$ cat src/rtl/core/assert_macros.svh
// Assertion macros shared by the RTL.
// Assumes a clock named clk and an active-low reset named rst_n in scope.
`ifndef ASSERT_MACROS_SVH
`define ASSERT_MACROS_SVH

// Property checked on every rising clock edge outside reset.
`define ASSERT_ALWAYS(lbl, prop, msg) \
  lbl: assert property (@(posedge clk) disable iff (!rst_n) (prop)) else $error(msg);

// Same-cycle implication checked outside reset.
`define ASSERT_IMPL(lbl, ante, cons, msg) \
  lbl: assert property (@(posedge clk) disable iff (!rst_n) (ante) |-> (cons)) else $error(msg);

`endif

$ cat src/rtl/core/tbga_pkg.sv
// Shared constants, operation codes and types for the track bitmap allocator.
// No dependencies.
`default_nettype none

package tbga_pkg;

  localparam int MAX_TRACKS    = 256;
  localparam int TRACK_W       = $clog2(MAX_TRACKS);
  localparam int TRACK_FIELD_W = 8;
  localparam int WORD_W        = 16;
  localparam int GROUP_W       = 12;
  localparam int POS_W         = 4;
  localparam int CNT_W         = POS_W + 1;
  localparam int SPT_W         = 5;
  localparam int BASE_W        = GROUP_W + 1;
  localparam int OP_W          = 3;
  localparam int ADDR_W        = 4;
  localparam int DATA_W        = 32;
  localparam int DIV_STEPS     = GROUP_W;

  localparam logic [SPT_W-1:0] SPT_MIN = SPT_W'(1);
  localparam logic [SPT_W-1:0] SPT_MAX = SPT_W'(WORD_W);

  localparam logic [TRACK_FIELD_W:0] LOAD_LIMIT  = (TRACK_FIELD_W + 1)'(MAX_TRACKS);
  localparam logic [BASE_W-1:0]      QUOT_LIMIT  = BASE_W'(MAX_TRACKS);
  localparam logic [TRACK_W:0]       TRACK_END   = (TRACK_W + 1)'(MAX_TRACKS);

  localparam logic [OP_W-1:0] OP_MARK_USED = 3'd0;
  localparam logic [OP_W-1:0] OP_MARK_FREE = 3'd1;
  localparam logic [OP_W-1:0] OP_TEST      = 3'd2;
  localparam logic [OP_W-1:0] OP_FIRST     = 3'd3;
  localparam logic [OP_W-1:0] OP_RUN       = 3'd4;
  localparam logic [OP_W-1:0] OP_LOAD      = 3'd5;

  localparam logic [1:0] REG_SPT  = 2'd0;
  localparam logic [1:0] REG_LAST = 2'd1;
  localparam logic [1:0] REG_INV  = 2'd2;

  typedef struct packed {
    logic               done;
    logic [GROUP_W-1:0] quot;
    logic [POS_W-1:0]   rem;
  } div_res_t;

  typedef struct packed {
    logic             any_free;
    logic             all_free;
    logic [POS_W-1:0] first_pos;
    logic [CNT_W-1:0] lead_cnt;
  } scan_res_t;

endpackage

`default_nettype wire

$ cat src/rtl/core/tbga_map_ram.sv
// Map word memory: one word per track, one write and one registered read port.
// Depends on tbga_pkg.
`default_nettype none

module tbga_map_ram (
  input  wire logic                         clk,
  input  wire logic                         we,
  input  wire logic [tbga_pkg::TRACK_W-1:0] waddr,
  input  wire logic [tbga_pkg::WORD_W-1:0]  wdata,
  input  wire logic [tbga_pkg::TRACK_W-1:0] raddr,
  output logic      [tbga_pkg::WORD_W-1:0]  rdata
);

  logic [tbga_pkg::WORD_W-1:0] mem [tbga_pkg::MAX_TRACKS];
  logic [tbga_pkg::WORD_W-1:0] rdata_r;

  always_ff @(posedge clk) begin
    if (we) begin
      mem[waddr] <= wdata;
    end
    rdata_r <= mem[raddr];
  end

  assign rdata = rdata_r;

endmodule

`default_nettype wire

$ cat src/rtl/core/tbga_divider.sv
// Restoring divider, one quotient bit per cycle: group / groups-per-track.
// Depends on tbga_pkg.
`default_nettype none

module tbga_divider (
  input  wire logic                         clk,
  input  wire logic                         rst_n,
  input  wire logic                         start,
  input  wire logic [tbga_pkg::GROUP_W-1:0] dividend,
  input  wire logic [tbga_pkg::SPT_W-1:0]   divisor,
  output tbga_pkg::div_res_t                res
);

  localparam int GW = tbga_pkg::GROUP_W;
  localparam int PW = tbga_pkg::POS_W;
  localparam int SW = tbga_pkg::SPT_W;
  localparam int CW = $clog2(tbga_pkg::DIV_STEPS);
  localparam logic [CW-1:0] LAST_STEP = CW'(tbga_pkg::DIV_STEPS - 1);

  logic          busy_r, busy_nxt;
  logic          done_r, done_nxt;
  logic [CW-1:0] step_r, step_nxt;
  logic [PW-1:0] rem_r, rem_nxt;
  logic [GW-1:0] quot_r, quot_nxt;
  logic [SW-1:0] trial;

  always_comb begin
    busy_nxt = busy_r;
    done_nxt = 1'b0;
    step_nxt = step_r;
    rem_nxt  = rem_r;
    quot_nxt = quot_r;
    // shifted partial remainder; remainder stays below the divisor (<= 16)
    trial    = {rem_r, quot_r[GW-1]};
    if (start) begin
      busy_nxt = 1'b1;
      step_nxt = '0;
      rem_nxt  = '0;
      quot_nxt = dividend;
    end else if (busy_r) begin
      if (trial >= divisor) begin
        rem_nxt  = PW'(trial - divisor);
        quot_nxt = {quot_r[GW-2:0], 1'b1};
      end else begin
        rem_nxt  = trial[PW-1:0];
        quot_nxt = {quot_r[GW-2:0], 1'b0};
      end
      step_nxt = step_r + 1'b1;
      if (step_r == LAST_STEP) begin
        busy_nxt = 1'b0;
        done_nxt = 1'b1;
      end
    end
  end

  always_ff @(posedge clk) begin
    if (!rst_n) begin
      busy_r <= 1'b0;
      done_r <= 1'b0;
      step_r <= '0;
    end else begin
      busy_r <= busy_nxt;
      done_r <= done_nxt;
      step_r <= step_nxt;
    end
    rem_r  <= rem_nxt;
    quot_r <= quot_nxt;
  end

  assign res.done = done_r;
  assign res.quot = quot_r;
  assign res.rem  = rem_r;

endmodule

`default_nettype wire

$ cat src/rtl/core/tbga_word_eval.sv
// Evaluates one map word during a search: free mask, first free position,
// length of the leading free run. Depends on tbga_pkg.
`default_nettype none

module tbga_word_eval (
  input  wire logic [tbga_pkg::WORD_W-1:0] word,
  input  wire logic                        inv,
  input  wire logic [tbga_pkg::SPT_W-1:0]  spt,
  input  wire logic [tbga_pkg::BASE_W-1:0] lim,
  output tbga_pkg::scan_res_t              res
);

  localparam int WW = tbga_pkg::WORD_W;
  localparam int PW = tbga_pkg::POS_W;

  logic [WW-1:0] free_w;
  logic [WW-1:0] valid_w;
  logic [WW-1:0] hit_w;
  logic          run_on;

  always_comb begin
    free_w = word ^ {WW{inv}};
    // position p sits at bit WW-1-p; it counts if inside the track and the disk
    for (int p = 0; p < WW; p++) begin
      valid_w[WW-1-p] = (p < int'(spt)) && (p <= int'(lim));
    end
    hit_w        = free_w & valid_w;
    res.any_free = |hit_w;
    res.all_free = (hit_w == valid_w);
    res.first_pos = '0;
    for (int p = WW - 1; p >= 0; p--) begin
      if (hit_w[WW-1-p]) begin
        res.first_pos = PW'(p);
      end
    end
    run_on       = 1'b1;
    res.lead_cnt = '0;
    for (int p = 0; p < WW; p++) begin
      run_on = run_on & hit_w[WW-1-p];
      if (run_on) begin
        res.lead_cnt = res.lead_cnt + 1'b1;
      end
    end
  end

endmodule

`default_nettype wire

$ cat src/rtl/core/track_bitmap_group_allocator.sv
// Track bitmap group allocator: control sequencer, config registers, map memory.
// Depends on tbga_pkg, tbga_map_ram, tbga_divider, tbga_word_eval, assert_macros.svh.
//
// Usage:
//   Input channel (in_valid/in_ready) carries one operation per transaction:
//   mark used, mark free, test, first free, free run, load map word. Every
//   transaction yields exactly one result transaction on out_valid/out_ready.
//   Config registers sit on the APB-style port (groups per track at 0x0, last
//   group at 0x4, inversion at 0x8); write them only while the block is idle.
//   Steps from the accepting edge to out_valid:
//     load word, unknown op, zero-length run: output register
//     mark and test: 12 divider steps, memory read, modify/write-back,
//       output register
//     searches: a scan step for each map word scanned, another when the scan
//       runs off the end, then the output register; at most MAX_TRACKS words
//   One transaction is in flight at a time; the next one can be accepted from
//   the first cycle in which out_valid is high, even if the result is not taken yet.
//   If the receiver stalls, the finished result of the following transaction
//   waits until the output register frees up, and the input stalls with it.
//   Reset clears control state and config to defaults; map words are
//   undefined until loaded. No clearing pass.
`default_nettype none

`include "assert_macros.svh"

module track_bitmap_group_allocator (
  input  wire logic                                clk,
  input  wire logic                                rst_n,
  input  wire logic                                in_valid,
  output logic                                     in_ready,
  input  wire logic [tbga_pkg::OP_W-1:0]           in_operation,
  input  wire logic [tbga_pkg::GROUP_W-1:0]        in_group,
  input  wire logic [tbga_pkg::GROUP_W-1:0]        in_run_length,
  input  wire logic [tbga_pkg::TRACK_FIELD_W-1:0]  in_track,
  input  wire logic [tbga_pkg::WORD_W-1:0]         in_map_word,
  output logic                                     out_valid,
  input  wire logic                                out_ready,
  output logic                                     out_group_used,
  output logic                                     out_found,
  output logic      [tbga_pkg::GROUP_W-1:0]        out_found_group,
  input  wire logic                                psel,
  input  wire logic                                penable,
  input  wire logic                                pwrite,
  input  wire logic [tbga_pkg::ADDR_W-1:0]         paddr,
  input  wire logic [tbga_pkg::DATA_W-1:0]         pwdata,
  output logic      [tbga_pkg::DATA_W-1:0]         prdata,
  output logic                                     pready
);

  localparam int GW = tbga_pkg::GROUP_W;
  localparam int TW = tbga_pkg::TRACK_W;
  localparam int BW = tbga_pkg::BASE_W;
  localparam int SW = tbga_pkg::SPT_W;
  localparam int WW = tbga_pkg::WORD_W;
  localparam int DW = tbga_pkg::DATA_W;

  localparam logic [2:0] ST_IDLE = 3'd0;
  localparam logic [2:0] ST_DIV  = 3'd1;
  localparam logic [2:0] ST_ACC  = 3'd2;
  localparam logic [2:0] ST_SCAN = 3'd3;
  localparam logic [2:0] ST_DONE = 3'd4;

  // config registers
  logic [SW-1:0] spt_r;
  logic [GW-1:0] last_group_r;
  logic          inv_r;
  logic [SW-1:0] spt_eff;

  // sequencer
  logic [2:0]                  state_r, state_nxt;
  logic [tbga_pkg::OP_W-1:0]   op_r, op_nxt;
  logic [GW-1:0]               group_r, group_nxt;
  logic [GW-1:0]               want_r, want_nxt;
  logic [GW-1:0]               cnt_r, cnt_nxt;
  logic [GW-1:0]               start_r, start_nxt;
  logic [TW:0]                 ev_trk_r, ev_trk_nxt;
  logic [BW-1:0]               base_r, base_nxt;
  logic                        res_used_r, res_used_nxt;
  logic                        res_found_r, res_found_nxt;
  logic [GW-1:0]               res_fg_r, res_fg_nxt;
  logic                        out_valid_r, out_valid_nxt;
  logic                        out_used_r, out_used_nxt;
  logic                        out_found_r, out_found_nxt;
  logic [GW-1:0]               out_fg_r, out_fg_nxt;

  // datapath
  logic                        in_fire;
  logic                        div_start;
  tbga_pkg::div_res_t          div_res;
  tbga_pkg::scan_res_t         scan_res;
  logic                        ram_we;
  logic [TW-1:0]               ram_waddr;
  logic [WW-1:0]               ram_wdata;
  logic [TW-1:0]               ram_raddr;
  logic [WW-1:0]               ram_rdata;
  logic [TW:0]                 trk_inc;
  logic [BW-1:0]               lim;
  logic [BW-1:0]               run_sum;
  logic                        in_range;
  logic                        in_map;
  logic                        bit_free;
  logic                        scan_end;
  logic [WW-1:0]               word_mod;

  // ---------------- config port ----------------
  always_comb begin
    priority if (spt_r == '0) begin
      spt_eff = tbga_pkg::SPT_MIN;
    end else if (spt_r > tbga_pkg::SPT_MAX) begin
      spt_eff = tbga_pkg::SPT_MAX;
    end else begin
      spt_eff = spt_r;
    end
  end

  always_ff @(posedge clk) begin
    if (!rst_n) begin
      spt_r        <= tbga_pkg::SPT_MAX;
      last_group_r <= '1;
      inv_r        <= 1'b0;
    end else if (psel && penable && pwrite && pready) begin
      unique case (paddr[3:2])
        tbga_pkg::REG_SPT:  spt_r        <= pwdata[SW-1:0];
        tbga_pkg::REG_LAST: last_group_r <= pwdata[GW-1:0];
        tbga_pkg::REG_INV:  inv_r        <= pwdata[0];
        default: ;
      endcase
    end
  end

  always_comb begin
    unique case (paddr[3:2])
      tbga_pkg::REG_SPT:  prdata = DW'(spt_r);
      tbga_pkg::REG_LAST: prdata = DW'(last_group_r);
      tbga_pkg::REG_INV:  prdata = DW'(inv_r);
      default:            prdata = '0;
    endcase
  end

  assign pready = 1'b1;

  // ---------------- submodules ----------------
  tbga_map_ram u_ram (
    .clk   (clk),
    .we    (ram_we),
    .waddr (ram_waddr),
    .wdata (ram_wdata),
    .raddr (ram_raddr),
    .rdata (ram_rdata)
  );

  tbga_divider u_div (
    .clk      (clk),
    .rst_n    (rst_n),
    .start    (div_start),
    .dividend (in_group),
    .divisor  (spt_eff),
    .res      (div_res)
  );

  tbga_word_eval u_eval (
    .word (ram_rdata),
    .inv  (inv_r),
    .spt  (spt_eff),
    .lim  (lim),
    .res  (scan_res)
  );

  // ---------------- sequencer ----------------
  assign in_ready = rst_n && (state_r == ST_IDLE);
  assign in_fire  = in_valid && in_ready;

  assign trk_inc  = ev_trk_r + 1'b1;
  assign lim      = {1'b0, last_group_r} - base_r;
  assign scan_end = (base_r > {1'b0, last_group_r}) || (ev_trk_r == tbga_pkg::TRACK_END);
  assign run_sum  = {1'b0, cnt_r} + BW'(scan_res.lead_cnt);
  assign in_range = (group_r <= last_group_r);
  assign in_map   = ({1'b0, div_res.quot} < tbga_pkg::QUOT_LIMIT);
  assign bit_free = ram_rdata[~div_res.rem] ^ inv_r;

  always_comb begin
    word_mod = ram_rdata;
    word_mod[~div_res.rem] = (op_r == tbga_pkg::OP_MARK_FREE) ^ inv_r;
  end

  always_comb begin
    state_nxt     = state_r;
    op_nxt        = op_r;
    group_nxt     = group_r;
    want_nxt      = want_r;
    cnt_nxt       = cnt_r;
    start_nxt     = start_r;
    ev_trk_nxt    = ev_trk_r;
    base_nxt      = base_r;
    res_used_nxt  = res_used_r;
    res_found_nxt = res_found_r;
    res_fg_nxt    = res_fg_r;
    out_valid_nxt = out_valid_r && !out_ready;
    out_used_nxt  = out_used_r;
    out_found_nxt = out_found_r;
    out_fg_nxt    = out_fg_r;
    ram_we        = 1'b0;
    ram_waddr     = in_track[TW-1:0];
    ram_wdata     = in_map_word;
    ram_raddr     = '0;
    div_start     = 1'b0;

    unique case (state_r)
      ST_IDLE: begin
        // raddr stays at track 0 so a search has its first word next cycle
        if (in_fire) begin
          op_nxt        = in_operation;
          group_nxt     = in_group;
          want_nxt      = in_run_length;
          cnt_nxt       = '0;
          start_nxt     = '0;
          ev_trk_nxt    = '0;
          base_nxt      = '0;
          res_used_nxt  = 1'b0;
          res_found_nxt = 1'b0;
          res_fg_nxt    = '0;
          unique case (in_operation)
            tbga_pkg::OP_LOAD: begin
              ram_we    = ({1'b0, in_track} < tbga_pkg::LOAD_LIMIT);
              state_nxt = ST_DONE;
            end
            tbga_pkg::OP_MARK_USED,
            tbga_pkg::OP_MARK_FREE,
            tbga_pkg::OP_TEST: begin
              div_start = 1'b1;
              state_nxt = ST_DIV;
            end
            tbga_pkg::OP_FIRST: begin
              state_nxt = ST_SCAN;
            end
            tbga_pkg::OP_RUN: begin
              state_nxt = (in_run_length == '0) ? ST_DONE : ST_SCAN;
            end
            default: begin
              state_nxt = ST_DONE;
            end
          endcase
        end
      end

      ST_DIV: begin
        ram_raddr = div_res.quot[TW-1:0];
        if (div_res.done) begin
          state_nxt = ST_ACC;
        end
      end

      ST_ACC: begin
        ram_raddr = div_res.quot[TW-1:0];
        ram_waddr = div_res.quot[TW-1:0];
        ram_wdata = word_mod;
        if (op_r == tbga_pkg::OP_TEST) begin
          res_used_nxt = in_range && (!in_map || !bit_free);
        end else begin
          ram_we = in_range && in_map;
        end
        state_nxt = ST_DONE;
      end

      ST_SCAN: begin
        // prefetch the next word while this one is evaluated
        ram_raddr = trk_inc[TW-1:0];
        if (scan_end) begin
          state_nxt = ST_DONE;
        end else if (op_r == tbga_pkg::OP_FIRST) begin
          if (scan_res.any_free) begin
            res_found_nxt = 1'b1;
            res_fg_nxt    = GW'(base_r + BW'(scan_res.first_pos));
            state_nxt     = ST_DONE;
          end else begin
            ev_trk_nxt = trk_inc;
            base_nxt   = base_r + BW'(spt_eff);
          end
        end else begin
          if (run_sum >= {1'b0, want_r}) begin
            res_found_nxt = 1'b1;
            res_fg_nxt    = (cnt_r == '0) ? base_r[GW-1:0] : start_r;
            state_nxt     = ST_DONE;
          end else begin
            // a used group drops the run; the search resumes at the next track
            if (scan_res.all_free) begin
              cnt_nxt = run_sum[GW-1:0];
              if (cnt_r == '0) begin
                start_nxt = base_r[GW-1:0];
              end
            end else begin
              cnt_nxt = '0;
            end
            ev_trk_nxt = trk_inc;
            base_nxt   = base_r + BW'(spt_eff);
          end
        end
      end

      ST_DONE: begin
        if (!out_valid_r || out_ready) begin
          out_valid_nxt = 1'b1;
          out_used_nxt  = res_used_r;
          out_found_nxt = res_found_r;
          out_fg_nxt    = res_fg_r;
          state_nxt     = ST_IDLE;
        end
      end

      default: begin
        state_nxt = ST_IDLE;
      end
    endcase
  end

  always_ff @(posedge clk) begin
    if (!rst_n) begin
      state_r     <= ST_IDLE;
      out_valid_r <= 1'b0;
    end else begin
      state_r     <= state_nxt;
      out_valid_r <= out_valid_nxt;
    end
    op_r        <= op_nxt;
    group_r     <= group_nxt;
    want_r      <= want_nxt;
    cnt_r       <= cnt_nxt;
    start_r     <= start_nxt;
    ev_trk_r    <= ev_trk_nxt;
    base_r      <= base_nxt;
    res_used_r  <= res_used_nxt;
    res_found_r <= res_found_nxt;
    res_fg_r    <= res_fg_nxt;
    out_used_r  <= out_used_nxt;
    out_found_r <= out_found_nxt;
    out_fg_r    <= out_fg_nxt;
  end

  assign out_valid       = out_valid_r;
  assign out_group_used  = out_used_r;
  assign out_found       = out_found_r;
  assign out_found_group = out_fg_r;

  // ---------------- assertions ----------------
  `ASSERT_IMPL(a_we_state, ram_we, (state_r == ST_IDLE) || (state_r == ST_ACC), "stray map write")
  `ASSERT_IMPL(a_div_state, div_res.done, state_r == ST_DIV, "divider done outside DIV")
  `ASSERT_ALWAYS(a_used_found, !(out_valid_r && out_used_r && out_found_r), "used and found set")

endmodule

`default_nettype wire
$ cat config.mk
export PLATFORM = sky130hd
export DESIGN_NAME = track_bitmap_group_allocator
export DESIGN_NICKNAME = d
export VERILOG_FILES = /design/src/rtl/core/tbga_pkg.sv /design/src/rtl/core/tbga_map_ram.sv /design/src/rtl/core/tbga_divider.sv /design/src/rtl/core/tbga_word_eval.sv /design/src/rtl/core/track_bitmap_group_allocator.sv
export VERILOG_INCLUDE_DIRS = /design/src /design/src/rtl/core
export SDC_FILE = /design/constraint.sdc
export NUM_CORES = 2
export LEC_CHECK = 0
export BUFFER_PORTS_ARGS = -buffer_cell sky130_fd_sc_hd__buf_2
export CAP_MARGIN = 20
export CORE_MARGIN = 2
export CORE_UTILIZATION = 25
export CTS_CLUSTER_SIZE = 8
export DETAILED_ROUTE_END_ITERATION = 12
export GPL_TIMING_DRIVEN = 0
export HOLD_SLACK_MARGIN = 0.15
export PLACE_DENSITY = 0.44
export SYNTH_ARGS = -nofsm -noshare
export SYNTH_HDL_FRONTEND = slang
export SYNTH_HIERARCHICAL = 1
export SYNTH_SLANG_ARGS = --single-unit
$ cat constraint.sdc
create_clock -name clk -period 33.4 [get_ports clk]
set_input_delay 6.68 -clock clk [delete_from_list [all_inputs] [get_ports clk]]
set_output_delay 6.68 -clock clk [all_outputs]
set_load 0.02 [all_outputs]
==> flow_summary.html <==
<table>
<tr><th>Metric</th><th>Value</th></tr>
<tr><th colspan="2">Clock tree</th></tr>
<tr><td>Number of buffers added for setup after CTS</td><td>0</td></tr>
<tr><td>Number of instances resized during post-cts repair</td><td>0</td></tr>
<tr><td>Number of clock sinks</td><td>4257</td></tr>
<tr><td>Worst-Skew Late Latency</td><td>1.11 ns</td></tr>
<tr><td>Buffer depth of the longest clock path</td><td>4</td></tr>
<tr><td>TritonCTS clock tree</td><td>done</td></tr>
<tr><td>Num CTS Buffers</td><td>605</td></tr>
<tr><td>Clock slew seen by the registers of the worst setup and hold paths</td><td>0.05 ns</td></tr>
<tr><td>Hold-fix buffers, CTS</td><td>0</td></tr>
<tr><td>Htree depth</td><td>6</td></tr>
<tr><td>Clock root cell</td><td>clkbuf_16</td></tr>
<tr><th colspan="2">Critical path</th></tr>
<tr><td>Worst-path maximum fanout</td><td>10</td></tr>
<tr><td>CP Launch Type</td><td>primary input</td></tr>
<tr><td>Sort of element at the end of the critical path</td><td>output port</td></tr>
<tr><td>Critical R2R Launch</td><td>last_group_r[0]</td></tr>
<tr><td>Reg2Reg Capture Point</td><td>cnt_r[9]</td></tr>
<tr><td>Register-to-Register Path Depth</td><td>62</td></tr>
<tr><td>Crit Path Category</td><td>primary input to output port</td></tr>
<tr><td>Critical path required time</td><td>26.72 ns</td></tr>
<tr><td>WP data arrival</td><td>7.68 ns</td></tr>
<tr><td>Flop2flop setup slack</td><td>19.66 ns</td></tr>
<tr><th colspan="2">Synth</th></tr>
<tr><td>Simple-gate share of the synthesized area</td><td>2.844%</td></tr>
<tr><td>Portion of netlist area occupied by mux cells</td><td>14.93%</td></tr>
<tr><td>Count of cell types in the netlist</td><td>114</td></tr>
<tr><td>Top FF cell, synth</td><td>edfxtp_1</td></tr>
<tr><td>Part of the Yosys area used for sequential elements</td><td>74.75%</td></tr>
<tr><td>Mean area per synthesized cell</td><td>19.74 µm²</td></tr>
<tr><td>Area share of xor/xnor cells in the synthesized design</td><td>0.4730%</td></tr>
<tr><td>Compound-gate portion of the synthesized area</td><td>4.394%</td></tr>
<tr><td>Count of flip-flops with a built-in enable after synthesis</td><td>4209</td></tr>
<tr><td>Cell area after synthesis</td><td>0.1704 mm²</td></tr>
<tr><td>Number of warnings issued by yosys</td><td>6</td></tr>
<tr><td>Area share of fa/ha/maj cells after synthesis</td><td>0.5927%</td></tr>
<tr><td>Main combinational cell family by area after synthesis</td><td>multiplexers</td></tr>
<tr><td>Post-synthesis async set-or-reset flop share</td><td>0%</td></tr>
<tr><td>Mapped Cells</td><td>8631</td></tr>
<tr><td>Number of flip-flops and latches in the synthesized netlist</td><td>4257</td></tr>
<tr><th colspan="2">Floorplanning</th></tr>
<tr><td>Number of placement rows</td><td>303</td></tr>
<tr><td>Floorplan core area</td><td>0.6798 mm²</td></tr>
<tr><td>Vertical extent of the die</td><td>829.5 µm</td></tr>
<tr><td>Die outline area</td><td>0.6881 mm²</td></tr>
<tr><td>Initial Utilization</td><td>25.06%</td></tr>
<tr><td>Number of primary I/O pins</td><td>143</td></tr>
<tr><td>X dimension of the die</td><td>829.5 µm</td></tr>
<tr><th colspan="2">Finish</th></tr>
<tr><td>Utilization after layout</td><td>30.67%</td></tr>
<tr><td>Post-layout net count</td><td>10011</td></tr>
<tr><td>Number of standard cells in the layout, taps in and fillers out</td><td>18959</td></tr>
<tr><td>Share of final-layout standard cells stronger than drive strength 1</td><td>28.04%</td></tr>
<tr><td>Sequential standard cell area</td><td>0.1274 mm²</td></tr>
<tr><td>Leading cell types in the layout, fill and taps excluded</td><td>edfxtp_1, mux4_2, clkbuf_16</td></tr>
<tr><td>Number of inserted filler cells in the final layout</td><td>65389</td></tr>
<tr><td>Commonest non-fill, non-tap cell in the layout</td><td>edfxtp_1</td></tr>
<tr><td>Syn-to-layout area delta</td><td>22.38%</td></tr>
<tr><td>Flip-flop count of the largest register, all copies and words added</td><td>4096</td></tr>
<tr><td>Area occupied by multi-input gates</td><td>0.04080 mm²</td></tr>
<tr><td>Register ranked first by flip-flop count</td><td>u_ram/mem</td></tr>
<tr><th colspan="2">Placed design</th></tr>
<tr><td>Placed wire-length estimate after detailed placement</td><td>450500 µm</td></tr>
<tr><td>I/O Buffers</td><td>97</td></tr>
<tr><td>Pre-CTS worst setup slack</td><td>18.99 ns</td></tr>
<tr><td>Count of placed standard cells including taps</td><td>18223</td></tr>
<tr><td>RD Place Congestion</td><td>0.9256</td></tr>
<tr><th colspan="2">Pwr</th></tr>
<tr><td>IR Drop Worst-Case VDD</td><td>0.06175 mV</td></tr>
<tr><td>Leakage</td><td>63.67 nW</td></tr>
<tr><td>Pwr per Cell Area</td><td>84.52 mW/mm²</td></tr>
<tr><td>Final Total Pwr</td><td>0.01762 W</td></tr>
<tr><th colspan="2">Routing</th></tr>
<tr><td>Drt total wl</td><td>614100 µm</td></tr>
<tr><td>Number of nets with antenna violations after routing</td><td>0</td></tr>
<tr><td>Via-to-Cell Ratio</td><td>5.031</td></tr>
<tr><td>Drt wl/cell</td><td>32.39 µm</td></tr>
<tr><td>Detailed Route Iter0 Violations</td><td>11761</td></tr>
<tr><td>Iteration count of the initial detailed-routing pass</td><td>7</td></tr>
<tr><td>Number of vias after detailed routing</td><td>95381</td></tr>
<tr><td>DR DRC count</td><td>0</td></tr>
<tr><th colspan="2">Global routing</th></tr>
<tr><td>Largest net degree at the start of global routing</td><td>41</td></tr>
<tr><td>Overall routing resource usage</td><td>17.19%</td></tr>
<tr><td>Grt ovf</td><td>0</td></tr>
<tr><td>Global-route wire length before repair</td><td>821100 µm</td></tr>
<tr><td>Initial antenna violation count</td><td>38</td></tr>
<tr><td>Number of global-route vias before repair</td><td>94952</td></tr>
<tr><th colspan="2">STA</th></tr>
<tr><td>Max Slew Vio Count</td><td>3</td></tr>
<tr><td>Setup slack after layout</td><td>19.04 ns</td></tr>
<tr><td>Share of the clock period used by the worst path after layout</td><td>42.99%</td></tr>
<tr><td>Setup repair after global routing missed its margin</td><td>false</td></tr>
<tr><td>Clock period minus worst slack</td><td>14.36 ns</td></tr>
<tr><td>Setup TNS</td><td>0 ns</td></tr>
<tr><td>Setup violations, final</td><td>0</td></tr>
<tr><td>Setup clock skew after layout</td><td>0.05615 ns</td></tr>
<tr><td>Slew margin rel.</td><td>-2.680%</td></tr>
<tr><td>Worst-margin pin slew</td><td>1.524 ns</td></tr>
<tr><td>Final hold violation count</td><td>0</td></tr>
<tr><td>Maximum clock frequency</td><td>0.06965 GHz</td></tr>
<tr><th colspan="2">Min path</th></tr>
<tr><td>Launch point of the worst hold path</td><td>res_used_r</td></tr>
<tr><td>Endpoint of the worst hold path</td><td>out_group_used</td></tr>
<tr><td>Worst hold-check path type</td><td>flip-flop to flip-flop</td></tr>
<tr><td>Hold Path Stages</td><td>0</td></tr>
<tr><th colspan="2">Run status</th></tr>
<tr><td>Status</td><td>finished, violations left</td></tr>
<tr><td>Violations in the final reports</td><td>capacitance limit, slew limit</td></tr>
<tr><th colspan="2">Run</th></tr>
<tr><td>Maxcap violations</td><td>1</td></tr>
</table>
[stage by stage]
stage / area (µm²) / hold slack [ns]
6_report: 208500 / 0.4180
5_1_grt: 208400 / 0.4221
3_3_place_gp: 182200 / 0.4149
2_1_floorplan: 170400 / 0.4003
3_5_place_dp: 192000 / 0.4081
4_1_cts: 208400 / 0.4188
[synthesized netlist by cell type (all sizes together) (28+ instances only)]
cell / instances / area, µm²
inv: 87 / 326.6
nand3: 63 / 320.3
nor4: 34 / 240.2
nor2b: 35 / 226.5
a22oi: 46 / 345.3
clkbuf: 254 / 953.4
mux2i: 607 / 6076
nor2: 434 / 1629
o21ai: 105 / 540.5
nand2: 145 / 549.3
dfxtp: 48 / 960.9
nand4: 37 / 246.5
a22o: 33 / 289.0
edfxtp: 4209 / 126400
o22ai: 151 / 944.7
buf: 270 / 2138
a21oi: 254 / 1275
xnor2: 56 / 524.3
and3: 29 / 181.4
mux4: 802 / 18080
a221oi: 28 / 245.2
mux2: 113 / 1284
a211oi: 36 / 287.8
ha: 71 / 888.4
o221ai: 254 / 2231
nor3: 125 / 658.1
[critical path, cell delays in order]
cell      delay, ns
clkbuf_1       0.20
nor2b_1        0.42
nand2_1        0.10
o21ai_1        0.09
buf_2          0.18
[final cells by class]
cell class / count / area share [%]
inverters: 87 / 0.1566
repair buffers: 584 / 4.411
well taps: 8997 / 5.399
plain buffers: 524 / 1.501
flip-flops and latches: 4257 / 61.08
multi-input cells: 3782 / 19.57
clock buffers: 652 / 7.432
clock inverters: 56 / 0.4249
diodes: 20 / 0.02400
[logic make-up after synthesis]
group           after synthesis
xor+xnor                     83
simple gates               1006
other cells                   2
compound gates             1072
buf+inv                     611
fa+ha+maj                    78
flops                      4257
mux                        1522
[worst max-delay path by stage]
stage	start	to	slack, ns	depth (start not counted)
after floorplan	paddr[2]	prdata[0]	19.27	4
after global placement	in_map_word[7]	u_ram/mem[144][7]	11.43	3
after CTS	paddr[3]	prdata[0]	18.99	5
after detailed placement	paddr[3]	prdata[0]	18.99	5
after global routing	last_group_r[0]	cnt_r[6]	18.37	61
final	paddr[3]	prdata[0]	19.04	5
[routing by layer]
layer	track usage (%)	share of wire [%]	vias to the layer above
li1	-	-	38128
met1	23.19	41	51615
met2	27.09	46	4644
met3	3.763	8.5	988
met4	6.693	4.4	6
met5	0	0.0067	-
[power breakdown]
group / switching, W / internal, W
clock: 0.00225 / 0.00326
sequential: 0.0000449 / 0.00627
combinational: 0.00384 / 0.00195
No activity file was read; power rests on OpenSTA's default activity.
